==> src/sv/aoma_pkg.sv <==
// Shared types and constants for the accelerometer orientation / moving-average block.
// Used by aoma_regs, aoma_window, aoma_div and the top level. No dependencies.
package aoma_pkg;

    localparam int AXES    = 3;
    localparam int SMP_W   = 8;
    localparam int OFS_W   = 9;
    localparam int ENT_W   = 10;
    localparam int ACC_W   = 18;
    localparam int MSK_W   = 4;
    localparam int SCL_W   = 8;
    localparam int ADDR_W  = 5;
    localparam int APB_W   = 32;
    localparam int IN_W    = AXES * SMP_W;
    localparam int OUT_W   = ((AXES * ACC_W + 7) / 8) * 8;

    localparam int AX_X = 0;
    localparam int AX_Y = 1;
    localparam int AX_Z = 2;

    localparam int MSK_NEG_X = 0;
    localparam int MSK_NEG_Y = 1;
    localparam int MSK_NEG_Z = 2;
    localparam int MSK_SWAP  = 3;

    localparam logic [SCL_W-1:0] SCALE_RST = 8'd18;

    typedef enum logic [2:0] {
        REG_ORIENT = 3'd0,
        REG_OFS_X  = 3'd1,
        REG_OFS_Y  = 3'd2,
        REG_OFS_Z  = 3'd3,
        REG_SCALE  = 3'd4
    } reg_idx_t;

    typedef struct packed {
        logic        [MSK_W-1:0] orient_mask;
        logic signed [OFS_W-1:0] offset_x;
        logic signed [OFS_W-1:0] offset_y;
        logic signed [OFS_W-1:0] offset_z;
        logic        [SCL_W-1:0] scale_mg;
    } cfg_t;

endpackage

==> src/sv/accel_orient_moving_average_top.sv <==
// Top level: orientation/offset correction, window update, averaging, scaling, output.
// Depends on aoma_pkg, aoma_regs, aoma_window, aoma_div.
//
// Usage:
//   s_tdata carries one raw three-axis sample per beat (x, y, z, 8 bits signed each).
//   m_tdata carries one averaged, scaled milli-g result (x, y, z, 18 bits signed each).
//   A result beat is produced only when some axis differs from the last one sent.
//   The APB port holds orient_mask, offset_x/y/z and scale_mg at byte addresses 0..16;
//   write it only while the block is idle.
// Operation:
//   An accepted sample goes through the window write-back and the divider load, SUM_W
//   bit-serial divider steps, a hand-off, the scale multiply and the output register load.
//   One sample is processed at a time. s_tready rises once the previous result has reached
//   the output register, or once no beat is due for it, so the next sample is taken while
//   a result waits.
//   If the receiver stalls with a result pending and a new differing result is ready,
//   the block holds it, and s_tready stays low, until the output register frees.
// Reset: fill count, running sums, last reported values and the handshake clear;
//   registers return to their reset values. Window entries need no clearing.
module accel_orient_moving_average_top #(
    parameter int WINDOW_LEN = 7
) (
    input  logic                         aclk,
    input  logic                         aresetn,
    // s_tdata: sample_x[7:0], sample_y[15:8], sample_z[23:16]
    input  logic                         s_tvalid,
    output logic                         s_tready,
    input  logic [aoma_pkg::IN_W-1:0]    s_tdata,
    // m_tdata: accel_x[17:0], accel_y[35:18], accel_z[53:36], zero pad[55:54]
    output logic                         m_tvalid,
    input  logic                         m_tready,
    output logic [aoma_pkg::OUT_W-1:0]   m_tdata,
    input  logic                         psel,
    input  logic                         penable,
    input  logic                         pwrite,
    input  logic [aoma_pkg::ADDR_W-1:0]  paddr,
    input  logic [aoma_pkg::APB_W-1:0]   pwdata,
    output logic [aoma_pkg::APB_W-1:0]   prdata,
    output logic                         pready
);
    import aoma_pkg::*;

    localparam int SUM_W = ENT_W + $clog2(WINDOW_LEN);
    localparam int CNT_W = $clog2(WINDOW_LEN + 1);

    typedef enum logic [4:0] {
        ST_IDLE = 5'b00001,
        ST_WIN  = 5'b00010,
        ST_DIV  = 5'b00100,
        ST_MUL  = 5'b01000,
        ST_OUT  = 5'b10000
    } state_t;

    state_t state_reg, state_next;
    cfg_t   cfg;

    logic                    s_accept;
    logic signed [ENT_W-1:0] ext [AXES];
    logic signed [ENT_W-1:0] adj [AXES];
    logic signed [ENT_W-1:0] corr [AXES];
    logic signed [ENT_W-1:0] ofs [AXES];
    logic [AXES-1:0]         neg;

    logic                    win_done;
    logic signed [SUM_W-1:0] win_sum [AXES];
    logic [CNT_W-1:0]        win_count;
    logic                    div_done;
    logic signed [ENT_W-1:0] quot [AXES];

    logic signed [ACC_W-1:0] scale_ext;
    logic signed [ACC_W-1:0] prod_reg [AXES];
    logic signed [ACC_W-1:0] last_reg [AXES];
    logic signed [ACC_W-1:0] out_reg [AXES];
    logic                    m_tvalid_reg, m_tvalid_next;
    logic                    differ;
    logic                    out_load;

    aoma_regs u_regs (
        .aclk    (aclk),
        .aresetn (aresetn),
        .psel    (psel),
        .penable (penable),
        .pwrite  (pwrite),
        .paddr   (paddr),
        .pwdata  (pwdata),
        .prdata  (prdata),
        .pready  (pready),
        .cfg     (cfg)
    );

    assign s_tready = (state_reg == ST_IDLE);
    assign s_accept = s_tvalid & s_tready;

    assign ofs[AX_X] = ENT_W'(cfg.offset_x);
    assign ofs[AX_Y] = ENT_W'(cfg.offset_y);
    assign ofs[AX_Z] = ENT_W'(cfg.offset_z);
    assign neg[AX_X] = cfg.orient_mask[MSK_NEG_X];
    assign neg[AX_Y] = cfg.orient_mask[MSK_NEG_Y];
    assign neg[AX_Z] = cfg.orient_mask[MSK_NEG_Z];

    always_comb begin
        for (int a = 0; a < AXES; a++) begin
            ext[a] = ENT_W'($signed(s_tdata[a*SMP_W +: SMP_W]));
            adj[a] = (neg[a] ? -ext[a] : ext[a]) + ofs[a];
        end
        if (cfg.orient_mask[MSK_SWAP]) begin
            corr[AX_X] = adj[AX_Y];
            corr[AX_Y] = adj[AX_X];
        end else begin
            corr[AX_X] = adj[AX_X];
            corr[AX_Y] = adj[AX_Y];
        end
        corr[AX_Z] = adj[AX_Z];
    end

    aoma_window #(
        .WINDOW_LEN (WINDOW_LEN)
    ) u_window (
        .aclk    (aclk),
        .aresetn (aresetn),
        .start   (s_accept),
        .corr    (corr),
        .done    (win_done),
        .sum     (win_sum),
        .count   (win_count)
    );

    aoma_div #(
        .WINDOW_LEN (WINDOW_LEN)
    ) u_div (
        .aclk    (aclk),
        .aresetn (aresetn),
        .start   (win_done),
        .sum     (win_sum),
        .divisor (win_count),
        .done    (div_done),
        .quot    (quot)
    );

    assign scale_ext = $signed(ACC_W'({1'b0, cfg.scale_mg}));

    always_ff @(posedge aclk) begin
        if (state_reg == ST_MUL) begin
            for (int a = 0; a < AXES; a++) begin
                prod_reg[a] <= ACC_W'(quot[a]) * scale_ext;
            end
        end
    end

    assign differ = (prod_reg[AX_X] != last_reg[AX_X]) ||
                    (prod_reg[AX_Y] != last_reg[AX_Y]) ||
                    (prod_reg[AX_Z] != last_reg[AX_Z]);
    assign out_load = (state_reg == ST_OUT) && differ && (!m_tvalid_reg || m_tready);

    always_comb begin
        state_next    = state_reg;
        m_tvalid_next = m_tvalid_reg;
        if (m_tvalid_reg && m_tready) begin
            m_tvalid_next = 1'b0;
        end
        if (out_load) begin
            m_tvalid_next = 1'b1;
        end
        case (state_reg)
            ST_IDLE: if (s_accept) state_next = ST_WIN;
            ST_WIN:  if (win_done) state_next = ST_DIV;
            ST_DIV:  if (div_done) state_next = ST_MUL;
            ST_MUL:  state_next = ST_OUT;
            ST_OUT:  if (!differ || out_load) state_next = ST_IDLE;
            default: state_next = ST_IDLE;
        endcase
    end

    always_ff @(posedge aclk) begin
        if (!aresetn) begin
            state_reg    <= ST_IDLE;
            m_tvalid_reg <= 1'b0;
            for (int a = 0; a < AXES; a++) begin
                last_reg[a] <= '0;
            end
        end else begin
            state_reg    <= state_next;
            m_tvalid_reg <= m_tvalid_next;
            if (out_load) begin
                for (int a = 0; a < AXES; a++) begin
                    last_reg[a] <= prod_reg[a];
                end
            end
        end
    end

    always_ff @(posedge aclk) begin
        if (out_load) begin
            for (int a = 0; a < AXES; a++) begin
                out_reg[a] <= prod_reg[a];
            end
        end
    end

    assign m_tvalid = m_tvalid_reg;
    assign m_tdata  = {{(OUT_W-AXES*ACC_W){1'b0}}, out_reg[AX_Z], out_reg[AX_Y], out_reg[AX_X]};

    a_accept_to_win: assert property (@(posedge aclk) disable iff (!aresetn)
        s_accept |=> (state_reg == ST_WIN))
        else $error("accepted sample did not start the window update");

    a_win_done_state: assert property (@(posedge aclk) disable iff (!aresetn)
        win_done |-> (state_reg == ST_WIN))
        else $error("window update finished outside its state");

    a_div_done_state: assert property (@(posedge aclk) disable iff (!aresetn)
        div_done |-> (state_reg == ST_DIV))
        else $error("divider finished outside its state");

    a_load_changes_last: assert property (@(posedge aclk) disable iff (!aresetn)
        out_load |=> (m_tvalid_reg && (out_reg[AX_X] == last_reg[AX_X])
                      && (out_reg[AX_Y] == last_reg[AX_Y])
                      && (out_reg[AX_Z] == last_reg[AX_Z])))
        else $error("output beat and last reported values disagree");

endmodule

==> src/sv/aoma_regs.sv <==
// APB configuration registers: orientation mask, per-axis offsets, scale.
// Depends on aoma_pkg.
module aoma_regs (
    input  logic                         aclk,
    input  logic                         aresetn,
    input  logic                         psel,
    input  logic                         penable,
    input  logic                         pwrite,
    input  logic [aoma_pkg::ADDR_W-1:0]  paddr,
    input  logic [aoma_pkg::APB_W-1:0]   pwdata,
    output logic [aoma_pkg::APB_W-1:0]   prdata,
    output logic                         pready,
    output aoma_pkg::cfg_t               cfg
);
    import aoma_pkg::*;

    cfg_t     cfg_reg, cfg_next;
    reg_idx_t idx;
    logic     wr_en;

    assign idx    = reg_idx_t'(paddr[ADDR_W-1:2]);
    assign wr_en  = psel & penable & pwrite & pready;
    assign pready = 1'b1;
    assign cfg    = cfg_reg;

    always_comb begin
        cfg_next = cfg_reg;
        if (wr_en) begin
            case (idx)
                REG_ORIENT: cfg_next.orient_mask = pwdata[MSK_W-1:0];
                REG_OFS_X:  cfg_next.offset_x    = $signed(pwdata[OFS_W-1:0]);
                REG_OFS_Y:  cfg_next.offset_y    = $signed(pwdata[OFS_W-1:0]);
                REG_OFS_Z:  cfg_next.offset_z    = $signed(pwdata[OFS_W-1:0]);
                REG_SCALE:  cfg_next.scale_mg    = pwdata[SCL_W-1:0];
                default: ;
            endcase
        end
    end

    always_comb begin
        case (idx)
            REG_ORIENT: prdata = {{(APB_W-MSK_W){1'b0}}, cfg_reg.orient_mask};
            REG_OFS_X:  prdata = {{(APB_W-OFS_W){1'b0}}, cfg_reg.offset_x};
            REG_OFS_Y:  prdata = {{(APB_W-OFS_W){1'b0}}, cfg_reg.offset_y};
            REG_OFS_Z:  prdata = {{(APB_W-OFS_W){1'b0}}, cfg_reg.offset_z};
            REG_SCALE:  prdata = {{(APB_W-SCL_W){1'b0}}, cfg_reg.scale_mg};
            default:    prdata = '0;
        endcase
    end

    always_ff @(posedge aclk) begin
        if (!aresetn) begin
            cfg_reg.orient_mask <= '0;
            cfg_reg.offset_x    <= '0;
            cfg_reg.offset_y    <= '0;
            cfg_reg.offset_z    <= '0;
            cfg_reg.scale_mg    <= SCALE_RST;
        end else begin
            cfg_reg <= cfg_next;
        end
    end

endmodule

==> src/sv/aoma_window.sv <==
// Sample window memory with per-axis running sums (read old entry, update, write back).
// Depends on aoma_pkg.
module aoma_window #(
    parameter  int WINDOW_LEN = 7,
    localparam int SUM_W = aoma_pkg::ENT_W + $clog2(WINDOW_LEN),
    localparam int CNT_W = $clog2(WINDOW_LEN + 1)
) (
    input  logic                              aclk,
    input  logic                              aresetn,
    input  logic                              start,
    input  logic signed [aoma_pkg::ENT_W-1:0] corr [aoma_pkg::AXES],
    output logic                              done,
    output logic signed [SUM_W-1:0]           sum [aoma_pkg::AXES],
    output logic        [CNT_W-1:0]           count
);
    import aoma_pkg::*;

    localparam int PTR_W = (WINDOW_LEN > 1) ? $clog2(WINDOW_LEN) : 1;
    localparam int MEM_W = AXES * ENT_W;

    logic [MEM_W-1:0] mem [WINDOW_LEN];
    logic [MEM_W-1:0] rd_data_reg;
    logic [MEM_W-1:0] new_reg;

    logic              phase_reg, phase_next;
    logic              done_reg, done_next;
    logic [PTR_W-1:0]  ptr_reg, ptr_next;
    logic [CNT_W-1:0]  count_reg, count_next;
    logic signed [SUM_W-1:0] sum_reg [AXES];
    logic signed [SUM_W-1:0] sum_next [AXES];
    logic              full;
    logic [MEM_W-1:0]  new_word;

    assign full = (count_reg == CNT_W'(WINDOW_LEN));

    always_comb begin
        for (int a = 0; a < AXES; a++) begin
            new_word[a*ENT_W +: ENT_W] = corr[a];
        end
    end

    always_comb begin
        phase_next = start;
        done_next  = phase_reg;
        ptr_next   = ptr_reg;
        count_next = count_reg;
        for (int a = 0; a < AXES; a++) begin
            sum_next[a] = sum_reg[a];
        end
        if (phase_reg) begin
            for (int a = 0; a < AXES; a++) begin
                sum_next[a] = sum_reg[a]
                            + SUM_W'($signed(new_reg[a*ENT_W +: ENT_W]))
                            - (full ? SUM_W'($signed(rd_data_reg[a*ENT_W +: ENT_W]))
                                    : SUM_W'(0));
            end
            ptr_next = (ptr_reg == PTR_W'(WINDOW_LEN - 1)) ? '0 : ptr_reg + 1'b1;
            if (!full) begin
                count_next = count_reg + 1'b1;
            end
        end
    end

    always_ff @(posedge aclk) begin
        if (!aresetn) begin
            phase_reg <= 1'b0;
            done_reg  <= 1'b0;
            ptr_reg   <= '0;
            count_reg <= '0;
            for (int a = 0; a < AXES; a++) begin
                sum_reg[a] <= '0;
            end
        end else begin
            phase_reg <= phase_next;
            done_reg  <= done_next;
            ptr_reg   <= ptr_next;
            count_reg <= count_next;
            for (int a = 0; a < AXES; a++) begin
                sum_reg[a] <= sum_next[a];
            end
        end
    end

    always_ff @(posedge aclk) begin
        if (start) begin
            rd_data_reg <= mem[ptr_reg];
            new_reg     <= new_word;
        end
        if (phase_reg) begin
            mem[ptr_reg] <= new_reg;
        end
    end

    assign done  = done_reg;
    assign count = count_reg;
    always_comb begin
        for (int a = 0; a < AXES; a++) begin
            sum[a] = sum_reg[a];
        end
    end

endmodule

==> src/sv/aoma_div.sv <==
// Three-lane bit-serial signed divider: window sum / fill count, truncating toward zero.
// Depends on aoma_pkg.
module aoma_div #(
    parameter  int WINDOW_LEN = 7,
    localparam int SUM_W = aoma_pkg::ENT_W + $clog2(WINDOW_LEN),
    localparam int CNT_W = $clog2(WINDOW_LEN + 1)
) (
    input  logic                              aclk,
    input  logic                              aresetn,
    input  logic                              start,
    input  logic signed [SUM_W-1:0]           sum [aoma_pkg::AXES],
    input  logic        [CNT_W-1:0]           divisor,
    output logic                              done,
    output logic signed [aoma_pkg::ENT_W-1:0] quot [aoma_pkg::AXES]
);
    import aoma_pkg::*;

    localparam int IT_W = $clog2(SUM_W + 1);

    logic [SUM_W-1:0] mag_reg [AXES];
    logic [SUM_W-1:0] mag_next [AXES];
    logic [CNT_W-1:0] rem_reg [AXES];
    logic [CNT_W-1:0] rem_next [AXES];
    logic [AXES-1:0]  neg_reg;
    logic [CNT_W-1:0] div_reg;
    logic [IT_W-1:0]  it_reg, it_next;
    logic             busy_reg, busy_next;
    logic             done_reg, done_next;
    logic [CNT_W:0]   trial [AXES];
    logic [AXES-1:0]  ge;
    logic [SUM_W-1:0] q_full [AXES];

    always_comb begin
        busy_next = busy_reg;
        it_next   = it_reg;
        done_next = 1'b0;
        for (int a = 0; a < AXES; a++) begin
            trial[a]    = {rem_reg[a], mag_reg[a][SUM_W-1]};
            ge[a]       = (trial[a] >= {1'b0, div_reg});
            rem_next[a] = ge[a] ? CNT_W'(trial[a] - {1'b0, div_reg}) : CNT_W'(trial[a]);
            mag_next[a] = {mag_reg[a][SUM_W-2:0], ge[a]};
        end
        if (busy_reg) begin
            it_next = it_reg - 1'b1;
            if (it_reg == IT_W'(1)) begin
                busy_next = 1'b0;
                done_next = 1'b1;
            end
        end
        if (start) begin
            busy_next = 1'b1;
            it_next   = IT_W'(SUM_W);
        end
    end

    always_ff @(posedge aclk) begin
        if (!aresetn) begin
            busy_reg <= 1'b0;
            done_reg <= 1'b0;
            it_reg   <= '0;
        end else begin
            busy_reg <= busy_next;
            done_reg <= done_next;
            it_reg   <= it_next;
        end
    end

    always_ff @(posedge aclk) begin
        if (start) begin
            div_reg <= divisor;
            for (int a = 0; a < AXES; a++) begin
                neg_reg[a] <= sum[a][SUM_W-1];
                mag_reg[a] <= sum[a][SUM_W-1] ? SUM_W'(-sum[a]) : SUM_W'(sum[a]);
                rem_reg[a] <= '0;
            end
        end else if (busy_reg) begin
            for (int a = 0; a < AXES; a++) begin
                mag_reg[a] <= mag_next[a];
                rem_reg[a] <= rem_next[a];
            end
        end
    end

    always_comb begin
        for (int a = 0; a < AXES; a++) begin
            q_full[a] = neg_reg[a] ? -mag_reg[a] : mag_reg[a];
            quot[a]   = $signed(q_full[a][ENT_W-1:0]);
        end
    end

    assign done = done_reg;

endmodule

==> config.mk <==
export PLATFORM = sky130hd
export DESIGN_NAME = accel_orient_moving_average_top
export DESIGN_NICKNAME = d
export VERILOG_FILES = /design/src/sv/aoma_pkg.sv /design/src/sv/accel_orient_moving_average_top.sv /design/src/sv/aoma_regs.sv /design/src/sv/aoma_window.sv /design/src/sv/aoma_div.sv
export SDC_FILE = /design/constraint.sdc
export NUM_CORES = 2
export LEC_CHECK = 0
export BUFFER_PORTS_ARGS = -buffer_cell sky130_fd_sc_hd__buf_4
export CORE_UTILIZATION = 50
export DETAILED_ROUTE_END_ITERATION = 10
export PLACE_DENSITY = 0.65
export SYNTH_ARGS = -nofsm -noshare
export SYNTH_HDL_FRONTEND = slang
export SYNTH_SLANG_ARGS = --single-unit
==> constraint.sdc <==
create_clock -name aclk -period 8.7 [get_ports aclk]
set_input_delay 1.74 -clock aclk [delete_from_list [all_inputs] [get_ports aclk]]
set_output_delay 1.74 -clock aclk [all_outputs]
set_load 0.005 [all_outputs]
==> results.yml <==
status:
  status: "completed"
timing:
  period_share_pct: 72.9
  finalHoldViolCount: 0
  finalSetupViolations: 0
  setup-tns-final_ps: 0
  maxSlewHeadroom_pct: 33.0
  fmax_mhz: 158
  rsz0062_at_grt: "false"
  fin_skew_ps: 46.1
  fin_ws_ps: 2360
  fin_crit_ps: 6340
  timing.hold.ws_ps: 445
  slew_violations: 0
  worstMarginPinSlew_ps: 1010
global_route:
  grt_pass1_wl_um: 124000
  grt_max_degree: 65
  grt_pass1_vias: 23400
  antenna_found_initial: 0
  gr-total-overflow: 0
  grtUsageTotal_pct: 20.5
synth:
  synthAdderAreaFrac_pct: 18.6
  synthMuxAreaShare_pct: 5.76
  synth_ff_type: "edfxtp_1"
  synth_simple_gate_area_share_pct: 12.0
  netlist_instances: 3440
  netlist.top_cell.by_area: "edfxtp_1"
  yosysUniqueCellTypes: 66
  async_flop_share_pct: 0
  synth_edf_count: 486
  synth_top_family_by_area: "adder cells"
  syn_avg_cell_area_um2: 11.0
  synthDominantCellAreaShare_pct: 38.6
  syn-cell-area_mm2: 0.0378
  synthXorXnorAreaFrac_pct: 5.79
  yosysWarnings: 0
  synth-compound-area-share_pct: 7.56
  ys_seq_area_share_pct: 43.8
  ys_ff_latch: 584
  yosys-top-cells-area: "edfxtp_1 (39%), fa_1 (11%), ha_1 (7.6%)"
power_and_ir_drop:
  vdd.ir_drop.worst_mv: 0.192
  p_leak_nw: 17.1
  power_density_mw_per_mm2: 182
cts:
  numCtsBuffers: 59
  clk_latency_ps: 650
  clock-sinks: 584
  cts.htree.levels: 2
  clockBufferDepth: 3
  cts_root_buf: "clkbuf_16"
  clk_pin_slew_worst_paths_ps: 60
  post-cts-setup-buffers: 0
  ctsResizeCount: 0
  cts_tree: "done"
  postCtsHoldBufs: 0
setup_path:
  crit_type: "flip-flop to flip-flop"
  cp_common_cell: "fa_1"
  start_kind: "flip-flop"
  required_ps: 9060
  worstSetupEndpointType: "flip-flop"
  crit_slowest_cell: "edfxtp_1"
  cp.arrival_ps: 6700
  crit_path_max_incr_delay_ps: 640
  crit_chain: "or4_1 > or2_1 > o31ai_1 > xnor2_1 > nand2_1 > fa_1 > inv_1 > fa_1 > inv_1 > fa_1 > fa_1 > inv_1 > ha_1 > o21ai_0 > nor2_1 > o31a_1 > o2111ai_1 > a32oi_1 > a31oi_1 > xnor2_1"
  path_max_fanout: 12
place:
  io_buffers: 107
  hpwl_um: 57200
  place_ws_ps: 2410
  place.gp.congestion: 0.865
layout:
  largest_register_ffs: 210
  drive_gt1_share_pct: 9.39
  fillers: 6405
  max_flop_register: "u_window.mem"
  fin_util_pct: 55.6
  num_antenna_cells: 0
  nets: 4024
  multi_input_area_mm2: 0.0190
  final-seq-area_mm2: 0.0166
  area_growth_pct: 9.79
floorplanning:
  die_x_um: 277
  dieArea_mm2: 0.0767
  io_pins: 159
  core_mm2: 0.0746
  die_h_um: 277
  rows: 100
  initial_utilization_pct: 50.7
routing:
  ant_nets: 0
  vias: 23800
  wl_per_cell_um: 17.2
  wl_um: 78000
  viasPerCell: 5.24
  remaining_drc_errors: 0
  drt-pass1-iter-count: 5
  drt_iter0_drc: 1299
worst_hold_path:
  hold_class: "flip-flop to flip-flop"
flow_run:
  maxCapViolCount: 0
worst max-delay path, delay by kind of cell, from the launching register on:
kind,cells,cell delay (ps)
xor gates and xnor gates,2,430
DFF,1,640
AOI/OAI and AO/OA,6,1330
and+or+nand+nor,4,1200
buffers and inverters,3,140
adders and majority gates,5,2320
report_power, final:
part | switching [mW] | total [mW] | internal (mW)
registers | 0.0977 | 3.29 | 3.20
logic | 1.01 | 1.75 | 0.745
clock network | 1.08 | 2.50 | 1.42
total | 2.19 | 7.55 | 5.36
worst paths after layout:
kind                                                startpoint                         to  slack [ps]  cells after the start
worst min register to register           u_div.done$_SDFF_PN0_  state_reg[3]$_SDFFE_PN0P_         450                      2
worst max register to register  u_div.mag_reg[0][26]$_DFFE_PP_  prod_reg[0][53]$_DFFE_PP_        2360                     20
worst max-delay path            u_div.mag_reg[0][26]$_DFFE_PP_  prod_reg[0][53]$_DFFE_PP_        2360                     20
worst min-delay path                     u_div.done$_SDFF_PN0_  state_reg[3]$_SDFFE_PN0P_         450                      2
routing by layer:
metal | global-route usage (%) | part of all wire [%] | wire (um)
met1 | 27.5 | 45 | 35300
met2 | 35.0 | 49 | 37900
met3 | 2.16 | 3.6 | 2830
met4 | 6.00 | 2.6 | 2010
met5 | 0 | 0 | 0
placed cells by master, fill, tap and decap left out, types with 9 or more instances in the layout:
master     instances
o21ai_0          152
or3_1             15
fa_1             206
dfxtp_1           94
inv_1            473
mux2_2            43
nor2_1           181
buf_4            143
a211o_1            9
clkbuf_16         59
edfxtp_1         486
nor4_1            23
o21a_1            30
xor2_1            37
nor2b_1           54
o31ai_1           21
nand3_1           30
a31oi_1           12
nand2_1          285
nand4_1           27
ha_1             231
and2_1           185
o211ai_1          14
a22oi_1           13
a21oi_1           93
o41ai_1           11
a211oi_1          24
mux4_2            29
mux2i_1          104
clkinv_1          10
conb_1            26
or4_1             12
a21o_1            31
xnor2_1          207
nor3_1            27
clkbuf_1          20
nand2b_1          32
cell usage after synthesis (9+ instances only):
cell type and number:
a22oi_1 13, inv_1 475, o211ai_1 14, o31ai_1 21, o21ai_0 152, xnor2_1 207, nand3_1 30, mux2_2 43
a21o_1 31, and2_1 185, or4_1 12, o21a_1 30, o41ai_1 11, ha_1 231, or3_1 15, mux4_2 29
nand2_1 285, nand4_1 27, nor4_1 23, buf_4 26, fa_1 206, a31oi_1 12, xor2_1 37, a21oi_1 93
dfxtp_1 98, a211o_1 9, buf_1 18, nand2b_1 33, nor2_1 186, a211oi_1 24, mux2i_1 104, nor2b_1 56
nor3_1 29, edfxtp_1 486, clkbuf_1 104
cell families (layout without fill, tap and decap cells):
kind of cell,after synthesis,in the layout
buffers and inverters,624,729
xor gates and xnor gates,246,246
DFF,584,584
adders and majority gates,437,437
and+or+nand+nor,916,916
muxes,176,176
AOI/OAI and AO/OA,455,455
other,2,26
final cells by class:
class	instances	share of cell area (%)
multi-input cells	2256	45.7
flip-flops and latches	584	39.9
inverters	475	4.30
clock buffers	80	3.77
well taps	969	2.92
repair buffers	143	2.59
clock inverters	31	0.805
stage by stage:
stage	cell area, um^2	power [mW]	std cells
after detailed placement	39600	5.11	4427
after global placement	39600	5.08	4427
after floorplan	37900	4.70	3464
after global routing	41500	7.97	4538
final	41500	7.55	4538
after CTS	41500	7.62	4538
No activity file was read; power rests on OpenSTA's default activity.
